`src/rtl/core/dcbng_pkg.sv`:
```
// shared widths, register indexes and state codes of the dc blocker and noise gate
package dcbng_pkg;

	// signal and gain formats
	localparam int SIG_FRAC  = 16;
	localparam int GAIN_FRAC = 24;
	localparam int YW        = SIG_FRAC + 18;  // filter and envelope word
	localparam int GW        = GAIN_FRAC + 1;  // gain and coefficient word
	localparam int PW        = YW + GW + 1;    // serial product accumulator
	localparam int MUL_STEPS = GW;             // one multiplier bit per cycle
	localparam int DIV_STEPS = 16;             // one ratio bit per cycle
	localparam int CW        = 5;

	localparam logic [GW-1:0] UNITY = GW'(1) << GAIN_FRAC;

	// configuration register indexes
	localparam logic [2:0] REG_DC_POLE    = 3'd0;
	localparam logic [2:0] REG_SHUT_LEVEL = 3'd1;
	localparam logic [2:0] REG_OPEN_LEVEL = 3'd2;
	localparam logic [2:0] REG_FLOOR_GAIN = 3'd3;
	localparam logic [2:0] REG_RELEASE    = 3'd4;
	localparam logic [2:0] REG_GAIN_SLEW  = 3'd5;

	// input command codes
	localparam logic CMD_SAMPLE  = 1'b0;
	localparam logic CMD_RESTART = 1'b1;

	// sequencer states
	typedef enum logic [9:0] {
		S_IDLE  = 10'b00_0000_0001,
		S_MPOLE = 10'b00_0000_0010,
		S_MENV  = 10'b00_0000_0100,
		S_TSEL  = 10'b00_0000_1000,
		S_DIV   = 10'b00_0001_0000,
		S_MTGT  = 10'b00_0010_0000,
		S_GSEL  = 10'b00_0100_0000,
		S_MSLEW = 10'b00_1000_0000,
		S_MOUT  = 10'b01_0000_0000,
		S_EMIT  = 10'b10_0000_0000
	} state_t;

endpackage

```
`src/rtl/core/dc_blocker_soft_noise_gate_top.sv`:
```
// dc blocker and soft noise gate with a bit-serial shared multiplier and divider
//
// Usage: one signed 16-bit sample per input word on s_axis (tdata = sample_in,
// tuser = command). Command sample gives one word on m_axis (tdata = sample_out,
// tuser = saturated); command restart loads the start values and gives no word.
// A sample is taken only while the sequencer is idle. Each multiply runs one
// multiplier bit per cycle on the shared shift-add unit, and the gate ratio
// divide runs one quotient bit per cycle. The next sample is taken the cycle
// after the result is registered, so a new sample is not taken before the
// last one is finished. A finished word waits in the output register while
// the next sample is taken; if the receiver still stalls when the next result
// is ready, the sequencer holds in its emit step until m_axis_tready.
// Configuration writes (wr_en, wr_index, wr_data) are taken in any cycle and
// must only be made while idle. Reset (arst_n low) loads the register defaults,
// clears the filter, sets the envelope to the open level and the gain to unity.
module dc_blocker_soft_noise_gate_top
	import dcbng_pkg::*;
(
	input  logic                clk,
	input  logic                arst_n,
	input  logic                s_axis_tvalid,
	output logic                s_axis_tready,
	input  logic signed [15:0]  s_axis_tdata,  // [15:0] sample_in
	input  logic                s_axis_tuser,  // [0] command
	output logic                m_axis_tvalid,
	input  logic                m_axis_tready,
	output logic signed [15:0]  m_axis_tdata,  // [15:0] sample_out
	output logic                m_axis_tuser,  // [0] saturated
	input  logic                wr_en,
	input  logic [2:0]          wr_index,
	input  logic [GW-1:0]       wr_data
);

	state_t state_q;

	// configuration
	logic [14:0]   pole_q;
	logic [16:0]   shut_q, open_q;
	logic [15:0]   floor_q;
	logic [GW-1:0] rel_q, slew_q;

	// filter state
	logic signed [15:0]   x_q, px_q;
	logic signed [YW-1:0] y_q;
	logic [YW-1:0]        env_q;
	logic [GW-1:0]        gain_q, tgt_q;
	logic                 up_q;

	// finished result waiting for the output register
	logic signed [15:0]   res_data_q;
	logic                 res_sat_q;

	// serial units
	logic [YW-1:0] mcand_q;
	logic [GW-1:0] mplier_q;
	logic [PW-1:0] acc_q;
	logic [CW-1:0] cnt_q;
	logic [YW-1:0] rem_q, den_q;
	logic [15:0]   ratio_q;

	logic [PW-1:0] prod_nxt;
	logic [PW-1:0] rnd_pole, rnd_env, rnd_tgt, rnd_slew, rnd_out;
	logic [YW-1:0] pole_mag, env_dec;
	logic signed [YW+1:0] pole_s, y_sum;
	logic signed [YW-1:0] y_new;
	logic [YW-1:0] a_new;
	logic [GW-1:0] tgt_add, slew_d, gain_new, rel_c, slew_c, floor_g;
	logic [YW-1:0] shut_s, open_s;
	logic [YW:0]   rem2;
	logic          div_ge;
	logic [18:0]   out_mag;
	logic [15:0]   fl_c;
	logic          acc_in, mul_last;
	logic          out_neg;

	assign acc_in = s_axis_tvalid && s_axis_tready;
	assign s_axis_tready = (state_q == S_IDLE);
	assign mul_last = (cnt_q == CW'(MUL_STEPS - 1));

	// one shift-add step of the shared multiplier
	assign prod_nxt = {acc_q[PW-2:0], 1'b0} + (mplier_q[GW-1] ? PW'(mcand_q) : '0);

	// clamped configuration and scaled levels
	assign rel_c   = (rel_q > UNITY) ? UNITY : rel_q;
	assign slew_c  = (slew_q > UNITY) ? UNITY : slew_q;
	assign fl_c    = (floor_q > 16'd32768) ? 16'd32768 : floor_q;
	assign floor_g = GW'({fl_c, 9'b0});
	assign shut_s  = YW'({shut_q, 16'b0});
	assign open_s  = YW'({open_q, 16'b0});

	// pole product back to Q.16, then filter sum with saturation
	assign rnd_pole = prod_nxt + (PW'(1) << 14);
	assign pole_mag = rnd_pole[YW+14:15];
	assign pole_s   = y_q[YW-1] ? -$signed({2'b00, pole_mag}) : $signed({2'b00, pole_mag});
	assign y_sum    = $signed((YW+2)'($signed({x_q[15], x_q} - {px_q[15], px_q})) <<< 16)
	                  + pole_s;
	always_comb begin
		if (y_sum > $signed((YW+2)'((64'd1 << (YW-1)) - 64'd1)))
			y_new = {1'b0, {(YW-1){1'b1}}};
		else if (y_sum < -$signed((YW+2)'(64'd1 << (YW-1))))
			y_new = {1'b1, {(YW-1){1'b0}}};
		else
			y_new = y_sum[YW-1:0];
	end
	assign a_new = y_new[YW-1] ? YW'(-y_new) : YW'(y_new);

	// rounded steps of the other products
	assign rnd_env  = prod_nxt + (PW'(1) << (GAIN_FRAC - 1));
	assign env_dec  = rnd_env[YW+GAIN_FRAC-1:GAIN_FRAC];
	assign rnd_tgt  = prod_nxt + (PW'(1) << 15);
	assign tgt_add  = rnd_tgt[GW+15:16];
	assign rnd_slew = prod_nxt + (PW'(1) << (GAIN_FRAC - 1));
	assign slew_d   = rnd_slew[GW+GAIN_FRAC-1:GAIN_FRAC];
	assign gain_new = up_q ? gain_q + slew_d : gain_q - slew_d;
	assign rnd_out  = prod_nxt + (PW'(1) << (SIG_FRAC + GAIN_FRAC - 1));
	assign out_mag  = rnd_out[SIG_FRAC+GAIN_FRAC+18:SIG_FRAC+GAIN_FRAC];
	assign out_neg  = y_q[YW-1];

	// restoring divide step
	assign rem2   = {rem_q, 1'b0};
	assign div_ge = rem2 >= {1'b0, den_q};

	// output register
	always_ff @(posedge clk or negedge arst_n) begin
		if (!arst_n) begin
			m_axis_tvalid <= 1'b0;
			m_axis_tdata  <= '0;
			m_axis_tuser  <= 1'b0;
		end else if (state_q == S_EMIT && (!m_axis_tvalid || m_axis_tready)) begin
			m_axis_tvalid <= 1'b1;
			m_axis_tdata  <= res_data_q;
			m_axis_tuser  <= res_sat_q;
		end else if (m_axis_tready) begin
			m_axis_tvalid <= 1'b0;
		end
	end

	// configuration writes
	always_ff @(posedge clk or negedge arst_n) begin
		if (!arst_n) begin
			pole_q  <= 15'd32604;
			shut_q  <= 17'd200;
			open_q  <= 17'd800;
			floor_q <= 16'd9830;
			rel_q   <= GW'(13422);
			slew_q  <= GW'(100663);
		end else if (wr_en) begin
			case (wr_index)
				REG_DC_POLE:    pole_q  <= wr_data[14:0];
				REG_SHUT_LEVEL: shut_q  <= wr_data[16:0];
				REG_OPEN_LEVEL: open_q  <= wr_data[16:0];
				REG_FLOOR_GAIN: floor_q <= wr_data[15:0];
				REG_RELEASE:    rel_q   <= wr_data;
				REG_GAIN_SLEW:  slew_q  <= wr_data;
				default: ;
			endcase
		end
	end

	// sequencer and filter state
	always_ff @(posedge clk or negedge arst_n) begin
		if (!arst_n) begin
			state_q <= S_IDLE;
			cnt_q   <= '0;
			px_q    <= '0;
			y_q     <= '0;
			env_q   <= YW'(800) << SIG_FRAC;
			gain_q  <= UNITY;
		end else begin
			case (state_q)
				S_IDLE: begin
					if (acc_in) begin
						if (s_axis_tuser == CMD_RESTART) begin
							px_q   <= '0;
							y_q    <= '0;
							env_q  <= open_s;
							gain_q <= UNITY;
						end else begin
							x_q      <= s_axis_tdata;
							mcand_q  <= y_q[YW-1] ? YW'(-y_q) : YW'(y_q);
							mplier_q <= GW'(pole_q);
							acc_q    <= '0;
							cnt_q    <= '0;
							state_q  <= S_MPOLE;
						end
					end
				end
				S_MPOLE: begin
					if (mul_last) begin
						px_q  <= x_q;
						y_q   <= y_new;
						cnt_q <= '0;
						if (a_new > env_q) begin
							env_q   <= a_new;
							state_q <= S_TSEL;
						end else begin
							mcand_q  <= env_q - a_new;
							mplier_q <= rel_c;
							acc_q    <= '0;
							state_q  <= S_MENV;
						end
					end else begin
						acc_q    <= prod_nxt;
						mplier_q <= mplier_q << 1;
						cnt_q    <= cnt_q + CW'(1);
					end
				end
				S_MENV: begin
					if (mul_last) begin
						env_q   <= env_q - env_dec;
						cnt_q   <= '0;
						state_q <= S_TSEL;
					end else begin
						acc_q    <= prod_nxt;
						mplier_q <= mplier_q << 1;
						cnt_q    <= cnt_q + CW'(1);
					end
				end
				S_TSEL: begin
					// unity at or above open, floor at or below shut, ramp between
					if (env_q >= open_s) begin
						tgt_q   <= UNITY;
						state_q <= S_GSEL;
					end else if (env_q <= shut_s) begin
						tgt_q   <= floor_g;
						state_q <= S_GSEL;
					end else begin
						rem_q   <= env_q - shut_s;
						den_q   <= open_s - shut_s;
						ratio_q <= '0;
						cnt_q   <= '0;
						state_q <= S_DIV;
					end
				end
				S_DIV: begin
					rem_q   <= div_ge ? YW'(rem2 - {1'b0, den_q}) : rem2[YW-1:0];
					ratio_q <= {ratio_q[14:0], div_ge};
					if (cnt_q == CW'(DIV_STEPS - 1)) begin
						mcand_q  <= YW'(UNITY - floor_g);
						mplier_q <= GW'({ratio_q[14:0], div_ge});
						acc_q    <= '0;
						cnt_q    <= '0;
						state_q  <= S_MTGT;
					end else begin
						cnt_q    <= cnt_q + CW'(1);
					end
				end
				S_MTGT: begin
					if (mul_last) begin
						tgt_q   <= floor_g + tgt_add;
						cnt_q   <= '0;
						state_q <= S_GSEL;
					end else begin
						acc_q    <= prod_nxt;
						mplier_q <= mplier_q << 1;
						cnt_q    <= cnt_q + CW'(1);
					end
				end
				S_GSEL: begin
					up_q     <= tgt_q >= gain_q;
					mcand_q  <= (tgt_q >= gain_q) ? YW'(tgt_q - gain_q) : YW'(gain_q - tgt_q);
					mplier_q <= slew_c;
					acc_q    <= '0;
					cnt_q    <= '0;
					state_q  <= S_MSLEW;
				end
				S_MSLEW: begin
					if (mul_last) begin
						gain_q   <= gain_new;
						mcand_q  <= y_q[YW-1] ? YW'(-y_q) : YW'(y_q);
						mplier_q <= gain_new;
						acc_q    <= '0;
						cnt_q    <= '0;
						state_q  <= S_MOUT;
					end else begin
						acc_q    <= prod_nxt;
						mplier_q <= mplier_q << 1;
						cnt_q    <= cnt_q + CW'(1);
					end
				end
				S_MOUT: begin
					if (mul_last) begin
						cnt_q   <= '0;
						state_q <= S_EMIT;
						// round magnitude, then clamp to int16
						if (out_neg) begin
							res_sat_q  <= out_mag > 19'd32768;
							res_data_q <= (out_mag > 19'd32768) ? 16'sh8000
							              : 16'(-out_mag);
						end else begin
							res_sat_q  <= out_mag > 19'd32767;
							res_data_q <= (out_mag > 19'd32767) ? 16'sh7fff
							              : out_mag[15:0];
						end
					end else begin
						acc_q    <= prod_nxt;
						mplier_q <= mplier_q << 1;
						cnt_q    <= cnt_q + CW'(1);
					end
				end
				S_EMIT: begin
					if (!m_axis_tvalid || m_axis_tready)
						state_q <= S_IDLE;
				end
				default: state_q <= S_IDLE;
			endcase
		end
	end

`ifndef ASSERT_OFF
	// a restart word gives no work and no result
	a_restart_idle: assert property (@(posedge clk) disable iff (!arst_n)
		(acc_in && s_axis_tuser == CMD_RESTART) |=> (state_q == S_IDLE && !$rose(m_axis_tvalid)))
		else $error("restart started the sequencer");

	// a sample word starts the pole multiply
	a_sample_start: assert property (@(posedge clk) disable iff (!arst_n)
		(acc_in && s_axis_tuser == CMD_SAMPLE) |=> state_q == S_MPOLE)
		else $error("sample did not start the filter");

	// the divide remainder stays below the divisor
	a_div_rem: assert property (@(posedge clk) disable iff (!arst_n)
		(state_q == S_DIV) |-> (rem_q < den_q))
		else $error("divide remainder out of range");

	// a result word only appears out of the emit step
	a_emit_src: assert property (@(posedge clk) disable iff (!arst_n)
		$rose(m_axis_tvalid) |-> $past(state_q) == S_EMIT)
		else $error("output valid without emit");
`endif

endmodule
```
`config.mk`:
```
export PLATFORM = sky130hd
export DESIGN_NAME = dc_blocker_soft_noise_gate_top
export DESIGN_NICKNAME = d
export VERILOG_FILES = /design/src/rtl/core/dcbng_pkg.sv /design/src/rtl/core/dc_blocker_soft_noise_gate_top.sv
export SDC_FILE = /design/constraint.sdc
export NUM_CORES = 2
export LEC_CHECK = 0
export BUFFER_PORTS_ARGS = -buffer_cell sky130_fd_sc_hd__buf_4
export CORE_MARGIN = 2
export CORE_UTILIZATION = 60
export DETAILED_ROUTE_END_ITERATION = 8
export PLACE_DENSITY = 0.77
export SYNTH_ARGS = -nofsm -noshare
export SYNTH_HDL_FRONTEND = slang
export SYNTH_SLANG_ARGS = --single-unit
```
`constraint.sdc`:
```
create_clock -name clk -period 42.4 [get_ports clk]
set_input_delay 6.36 -clock clk [delete_from_list [all_inputs] [get_ports clk]]
set_output_delay 6.36 -clock clk [all_outputs]
set_load 0.02 [all_outputs]
```
; ---- Word-level counts from Yosys, hierarchy flattened
; Cells that the tools add are included.
[totals]
ff_bits = 516
input_bits = 50
out_inout_bits = 19
wordCells = 222
[classes]
add_sub_neg = 23
n_lt_le_gt_ge = 12
n_eq_ne = 34
mux = 89
bitwise = 3
n_reduce_logical = 35
[op_table]
columns = cell, count
row1 = $mux W34, 23
row2 = $mux W58, 7
row3 = $mux W25, 16
row4 = $pmux W58 S6, 1
row5 = $pmux W34 S5, 1
row6 = $pmux W25 S6, 1
row7 = $pmux W34 S2, 2
row8 = $mux W16, 7
row9 = $pmux W34 S3, 1
row10 = $sub A34 B34 Y34, 3
row11 = $pmux W10 S10, 1
row12 = $pmux W25 S2, 2
row13 = $mux W10, 9
row14 = $neg A34 Y34, 2
row15 = $add A59 B34 Y59, 1
row16 = $add A59 B40 Y59 const B, 1
row17 = $add A58 B24 Y58 const B, 1
row18 = $sub A25 B25 Y26, 2
row19 = $add A25 B25 Y25, 2
row20 = $gt A25 B25 Y1 const B, 2
row21 = $add A49 B15 Y49 const B, 1
row22 = $add A41 B16 Y41 const B, 1
row23 = $add A33 B36 Y36, 1
row24 = $gt A36 B34 Y1 const B, 1
row25 = 63 further kinds, 107

; ---- Logic depth before layout (Yosys ltp)
[logic_depth]
ltp_word = 15
ltp_mapped = 68
ltp_nobuf = 63

; ---- Worst setup path before layout
; Ideal clock, no wire load.
[synth_timing]
path_kind = register to register
startpoint = reg mplier_q[24]
endpoint = reg acc_q[0] (enable)
setup_time_ns = 0.627
arrival_ns = 18.885
required_time_ns = 41.773
path_slack_ns = 22.888
path_stages_with_launch = 66
n_path_buf = 6
synth_period_minus_slack_ns = 19.512
cell_sequence = edfxtp_1 -> clkbuf_1 -> and2_1 -> ha_1 -> buf_2 -> a41o_1 -> a221oi_1 -> o221a_2 -> o31ai_4 -> a21oi_1 -> xor2_1 -> inv_1 -> ha_1 -> nand4_1 -> nor3_2 -> or4b_1 -> buf_2 -> xor2_1 -> [... 30 more ...] -> ha_1 -> o21a_1 -> o21ai_0 -> nand2b_1 -> a21o_1 -> nand2_1 -> a21oi_1 -> o21ai_0 -> o211ai_1 -> a31oi_1 -> o21ai_0 -> or4_1 -> and3_1 -> nor3_1 -> o41a_1 -> nand2_1 -> a21oi_1 -> nor3_1
[synth_between]
elab_chain_cells = 14
word_cells_on_any_way = 15
classes_between = add/sub (5) / order compare (3) / eq/ne (1) / mux (5) / reduce/logical (1)
[synth_rtl]
columns = item, line
row1 = from (decl), dc_blocker_soft_noise_gate_top.sv:55  ; logic [GW-1:0] mplier_q;
row2 = from (signal assigned), dc_blocker_soft_noise_gate_top.sv:181  ; mplier_q <= GW'(pole_q);
row3 = from (signal assigned), dc_blocker_soft_noise_gate_top.sv:198  ; mplier_q <= rel_c;
row4 = from (signal assigned), dc_blocker_soft_noise_gate_top.sv:204  ; mplier_q <= mplier_q << 1;
row5 = $mux W34 *, dc_blocker_soft_noise_gate_top.sv:81  ; assign prod_nxt = {acc_q[PW-2:0], 1'b0} + (mplier_q[GW-1] ? PW'(mcand_q) : '0);
row6 = $add A59 B34 Y59 *, dc_blocker_soft_noise_gate_top.sv:81
row7 = $add A49 B15 Y49 *, dc_blocker_soft_noise_gate_top.sv:92  ; assign rnd_pole = prod_nxt + (PW'(1) << 14);
row8 = $neg A34 Y36, dc_blocker_soft_noise_gate_top.sv:94  ; assign pole_s = y_q[YW-1] ? -$signed({2'b00, pole_mag}) : $signed({2'b00, pole_mag});
row9 = $mux W36 *, dc_blocker_soft_noise_gate_top.sv:94
row10 = $add A33 B36 Y36 *, dc_blocker_soft_noise_gate_top.sv:96  ; + pole_s;
row11 = $lt A36 B34 Y1, dc_blocker_soft_noise_gate_top.sv:100  ; else if (y_sum < -$signed((YW+2)'(64'd1 << (YW-1))))
row12 = $mux W34, dc_blocker_soft_noise_gate_top.sv:100
row13 = $mux W34 *, dc_blocker_soft_noise_gate_top.sv:98  ; if (y_sum > $signed((YW+2)'((64'd1 << (YW-1)) - 64'd1)))
row14 = $neg A34 Y34, dc_blocker_soft_noise_gate_top.sv:105  ; assign a_new = y_new[YW-1] ? YW'(-y_new) : YW'(y_new);
row15 = $mux W34 *, dc_blocker_soft_noise_gate_top.sv:105
row16 = $gt A34 B34 Y1 *, dc_blocker_soft_noise_gate_top.sv:193  ; if (a_new > env_q) begin
row17 = $ne A3 B3 Y1 (no source line) *, -
row18 = $reduce_and A7 Y1 (no source line) *, -
row19 = to (signal assigned), dc_blocker_soft_noise_gate_top.sv:203  ; acc_q <= prod_nxt;
row20 = to (signal assigned), dc_blocker_soft_noise_gate_top.sv:214  ; acc_q <= prod_nxt;
row21 = to (signal assigned), dc_blocker_soft_noise_gate_top.sv:254  ; acc_q <= prod_nxt;
row22 = to (decl), dc_blocker_soft_noise_gate_top.sv:56  ; logic [PW-1:0] acc_q;
; Mark *: on every way between the ends. The rest lies on a longest branch, timed or not.
; A chain may end at the register's enable or synchronous reset.

; ---- Worst setup path after layout
[layout_timing]
startpoint = reg mplier_q[24]
endpoint = reg env_q[12]
[layout_between]
elab_chain_cells = 14
word_cells_on_any_way = 21
classes_between = add/sub (7) / order compare (3) / eq/ne (1) / mux (9) / reduce/logical (1)
[layout_rtl]
columns = item, line
row1 = $mux W34 *, dc_blocker_soft_noise_gate_top.sv:81
row2 = $add A59 B34 Y59 *, dc_blocker_soft_noise_gate_top.sv:81
row3 = $add A49 B15 Y49, dc_blocker_soft_noise_gate_top.sv:92
row4 = $neg A34 Y36, dc_blocker_soft_noise_gate_top.sv:94
row5 = $mux W36, dc_blocker_soft_noise_gate_top.sv:94
row6 = $add A33 B36 Y36, dc_blocker_soft_noise_gate_top.sv:96
row7 = $lt A36 B34 Y1, dc_blocker_soft_noise_gate_top.sv:100
row8 = $mux W34, dc_blocker_soft_noise_gate_top.sv:100
row9 = $mux W34, dc_blocker_soft_noise_gate_top.sv:98
row10 = $neg A34 Y34, dc_blocker_soft_noise_gate_top.sv:105
row11 = $mux W34, dc_blocker_soft_noise_gate_top.sv:105
row12 = $gt A34 B34 Y1 / $mux W34 (equally long branches), dc_blocker_soft_noise_gate_top.sv:193
row13 = $ne A2 B2 Y1 (no source line) / $mux W34 (equally long branches), -
row14 = $reduce_and A6 Y1 (no source line) / $pmux W34 S3 (equally long branches), -
row15 = to (signal assigned), dc_blocker_soft_noise_gate_top.sv:176  ; env_q <= open_s;
row16 = to (signal assigned), dc_blocker_soft_noise_gate_top.sv:194  ; env_q <= a_new;
row17 = to (signal assigned), dc_blocker_soft_noise_gate_top.sv:210  ; env_q <= env_q - env_dec;
row18 = to (decl), dc_blocker_soft_noise_gate_top.sv:45  ; logic [YW-1:0] env_q;
; Mark *: on every way between the ends. The rest lies on a longest branch, timed or not. The select of a mux whose other input is x is not followed.

==> flow_metrics.env <==
export IMPL_clkTransAtPathRegs_ns=0.06
export IMPL_hold_slack_ns=0.470
export IMPL_cts_hold_buffers=0
export IMPL_drtIter0Drc=4489
export IMPL_rows=95
export IMPL_first_global_vias=34600
export IMPL_cts_buffers=57
export IMPL_p_per_area_nw_per_um2=92.4
export IMPL_dp_final_hpwl_microns=106000
export IMPL_grt_max_degree=79
export IMPL_synth_fp_nets=5072
export IMPL_yosys_top_cells_area="edfxtp_1 18%, dfrtp_1 13%, ha_1 9.4%, xnor2_1 5.8%, o21ai_0 4.0%"
export IMPL_htreeDepth=2
export IMPL_slew_viol_final=0
export IMPL_worst_slew_pin_slew_ns=1.38
export IMPL_yosysSeqAreaShare_pct=33.6
export IMPL_swShare_pct=53.2
export IMPL_ioPinCount=69
export IMPL_synthArstFlopShare_pct=51.4
export IMPL_status="finished, final reports clean"
export IMPL_ir_drop_mv=0.0635
export IMPL_antenna_found_initial=4
export IMPL_crit_slowest_cell="edfxtp_1"
export IMPL_tritoncts="built"
export IMPL_cap_violations=0
export IMPL_routabilityCongestion=1.02
export IMPL_internal_power_mw=1.93
export IMPL_netlist_instances=4702
export IMPL_p_switching_mw=2.19
export IMPL_grt_pass1_wl_microns=210000
export IMPL_gr_total_overflow=0
export IMPL_cts_root_buffer="clkbuf_16"
export IMPL_reg2reg_to="env_q[12]"
export IMPL_fmax_mhz=54.1
export IMPL_initial_utilization_pct=60.8
export IMPL_grt_setup_unrepaired="no"
export IMPL_synth_ff_type="edfxtp_1"
export IMPL_setup_tns_ns=0
export IMPL_crit_top_cell="o21ai_0"
export IMPL_p_comb_share_pct=68.7
export IMPL_ctsLongestPathBuffers=3
export IMPL_skew_ns=0.0356
export IMPL_synth_most_common_cell="nand2_1"
export IMPL_synth_compound_area_share_pct=20.8
export IMPL_yosys_mux_area_fraction_pct=3.45
export IMPL_holdPathEnd="m_axis_tdata[8]"
export IMPL_syn_avg_cell_area_sq_um=8.74
export IMPL_seqPwrFrac_pct=18.5
export IMPL_crit_arrival_ns=19.04
export IMPL_r2r_start="mplier_q[24]"
export IMPL_syn_area_sq_um=41100
export IMPL_hp_class="reg -> reg"
export IMPL_grt_usage_pct=38.9
export IMPL_diodes=0
export IMPL_antenna_left=0
export IMPL_pwr_share_clk_pct=12.9
export IMPL_cp_required_ns=42.95
export IMPL_synth_common_cells="429 x nand2_1, 373 x nor2_1, 332 x o21ai_0, 324 x a21oi_1, 308 x ha_1"
export IMPL_cts_sinks=500
export IMPL_first_pass_iters=7
export IMPL_ff2ff_path_depth=58
export IMPL_dieArea_sq_um=70600
export IMPL_vias=37400
export IMPL_critical_path_class="reg -> reg"
export IMPL_synth_top_family_by_area="compound AO/OA/AOI/OAI gates"
export IMPL_slew_headroom_pct=7.25
export IMPL_synth_xor_area_share_pct=9.14
export IMPL_p_leak_nw=18.8
export IMPL_multi_input_area_sq_um=25600
export IMPL_yosys_area_share_simple_pct=18.8
export IMPL_synth_edf_count=243
export IMPL_ys_warnings_count=0
export IMPL_wl_microns=139000
export IMPL_post_route_min_period_ns=18.49
export IMPL_regArea_sq_um=13800
export IMPL_die_h_microns=266
export IMPL_finalSetupViolCount=0
export IMPL_synthToLayoutAreaGrowth_pct=8.53
export IMPL_viasPerCell=6.64
export IMPL_clk_latency_ns=0.67
export IMPL_hold_violations=0
export IMPL_rrSetupSlack_ns=23.91
export IMPL_hold_depth=1
export IMPL_nFillCells=5700
export IMPL_postCtsSetupRepairBufs=0
export IMPL_synth_adder_area_share_pct=9.97
export IMPL_finalCritPeriodShare_pct=43.6
export IMPL_avgRoutedWirePerCell_microns=24.7
export IMPL_fin_nets=5081
export IMPL_synth_top_area_share_pct=17.8
export IMPL_cp_slowest_stage_delay_ns=0.99
export IMPL_start_kind="flop"
export IMPL_path_max_fanout=34
export IMPL_drive_above_1_share_pct=9.83
export IMPL_ys_types=107
export IMPL_io_buffers=68
export IMPL_post_cts_resized=0
export IMPL_hold_path_startpoint="res_data_q[8]"
export IMPL_core_sq_um=67500
export IMPL_synth_seq_cells=500
export IMPL_post_route_drc_count=0
export IMPL_end_kind="flop"
export IMPL_yosysTopAreaCell="edfxtp_1"
export IMPL_die_w_microns=266
[cells in the final DEF, fill, tap and decap left out, types with 132 or more instances in the layout]
| cell type | netlist | layout |
|---|---|---|
| xnor2_1 | 270 | 268 |
| nand2_1 | 429 | 429 |
| xor2_1 | 155 | 155 |
| o21ai_0 | 332 | 332 |
| dfrtp_1 | 211 | 210 |
| ha_1 | 308 | 308 |
| a21oi_1 | 324 | 323 |
| inv_1 | 286 | 286 |
| buf_4 | 1 | 132 |
| nor2_1 | 373 | 370 |
| edfxtp_1 | 243 | 243 |
[stage by stage]
| stage | instances | cell area [sq um] | setup slack (ns) | utilization [%] | power, mW |
|---|---|---|---|---|---|
| after floorplan | 4702 | 41100 | 22.89 | - | 2.60 |
| after global placement | 5525 | 42600 | 24.93 | 63.1 | 3.44 |
| after detailed placement | 5525 | 42600 | 24.37 | 63.1 | 3.47 |
| after CTS | 5633 | 44600 | 24.29 | 66.0 | 4.01 |
| after global routing | 5633 | 44600 | 22.31 | 66.0 | 4.32 |
| final | 5633 | 44600 | 23.91 | 66.0 | 4.12 |
[state kept, by name, summed over array words and instances, names as in the netlist, 5 cells and up]
name          count
y_q              34
m_axis_tdata     16
res_data_q       16
acc_q            58
px_q             16
pole_q           15
mcand_q          34
ratio_q          15
mplier_q         25
state_q          10
floor_q          16
rem_q            34
shut_q           17
den_q            18
cnt_q             5
env_q            34
gain_q           25
rel_q            25
slew_q           25
tgt_q            25
open_q           17
x_q              16
[power by group through the flow]
| stage | logic [mW] | clock network, mW | registers (mW) |
|---|---|---|---|
| floorplan | 1.87 | 0 | 0.731 |
| global placement | 2.68 | 0 | 0.763 |
| detailed placement | 2.70 | 0 | 0.765 |
| CTS | 2.72 | 0.532 | 0.757 |
| global route | 3.01 | 0.549 | 0.768 |
| finish | 2.83 | 0.530 | 0.760 |
[how the worst max path moves through the flow]
stage | from | endpoint | slack, ns | cells past startpoint
after floorplan | mplier_q[24] | acc_q[0] | 22.89 | 65
after global placement | mplier_q[24] | env_q[3] | 24.93 | 58
after detailed placement | mplier_q[24] | env_q[12] | 24.37 | 58
after CTS | mplier_q[24] | env_q[13] | 24.29 | 58
after global routing | mplier_q[24] | env_q[28] | 22.31 | 57
final | mplier_q[24] | env_q[12] | 23.91 | 58
[critical path: cells and delay by family, from the launching register on]
kind / cells / cell delay [ns]
xor+xnor: 5 / 1.58
simple gates: 22 / 6.97
flops: 1 / 0.99
buf+inv: 3 / 0.62
fa+ha+maj: 6 / 1.84
compound gates: 22 / 6.38
[cells by family (layout without fill, tap and decap cells)]
logic type	after synthesis	after routing
xor+xnor	427	427
fa+ha+maj	320	320
compound gates	1320	1320
buf+inv	470	528
simple gates	1537	1537
mux	128	128
flops	500	500
[per-layer routing]
| layer | vias up | part of all wire, % | GRT usage, % |
|---|---|---|---|
| li1 | 17100 | - | - |
| met1 | 18100 | 41 | 54.2 |
| met2 | 1884 | 44 | 59.2 |
| met3 | 336 | 10 | 7.96 |
| met4 | 2 | 4.8 | 15.9 |
| met5 | - | 0.0093 | 0 |
[final cells by class]
| type | instances | share of cell area, % |
|---|---|---|
| Multi-Input combinational cell | 3732 | 57.5 |
| Sequential cell | 500 | 30.9 |
| Clock buffer | 82 | 3.61 |
| Tap cell | 873 | 2.45 |
| Inverter | 287 | 2.42 |
| Timing Repair Buffer | 133 | 2.26 |
| Clock inverter | 26 | 0.848 |
Power figures use the tool's default switching activity.
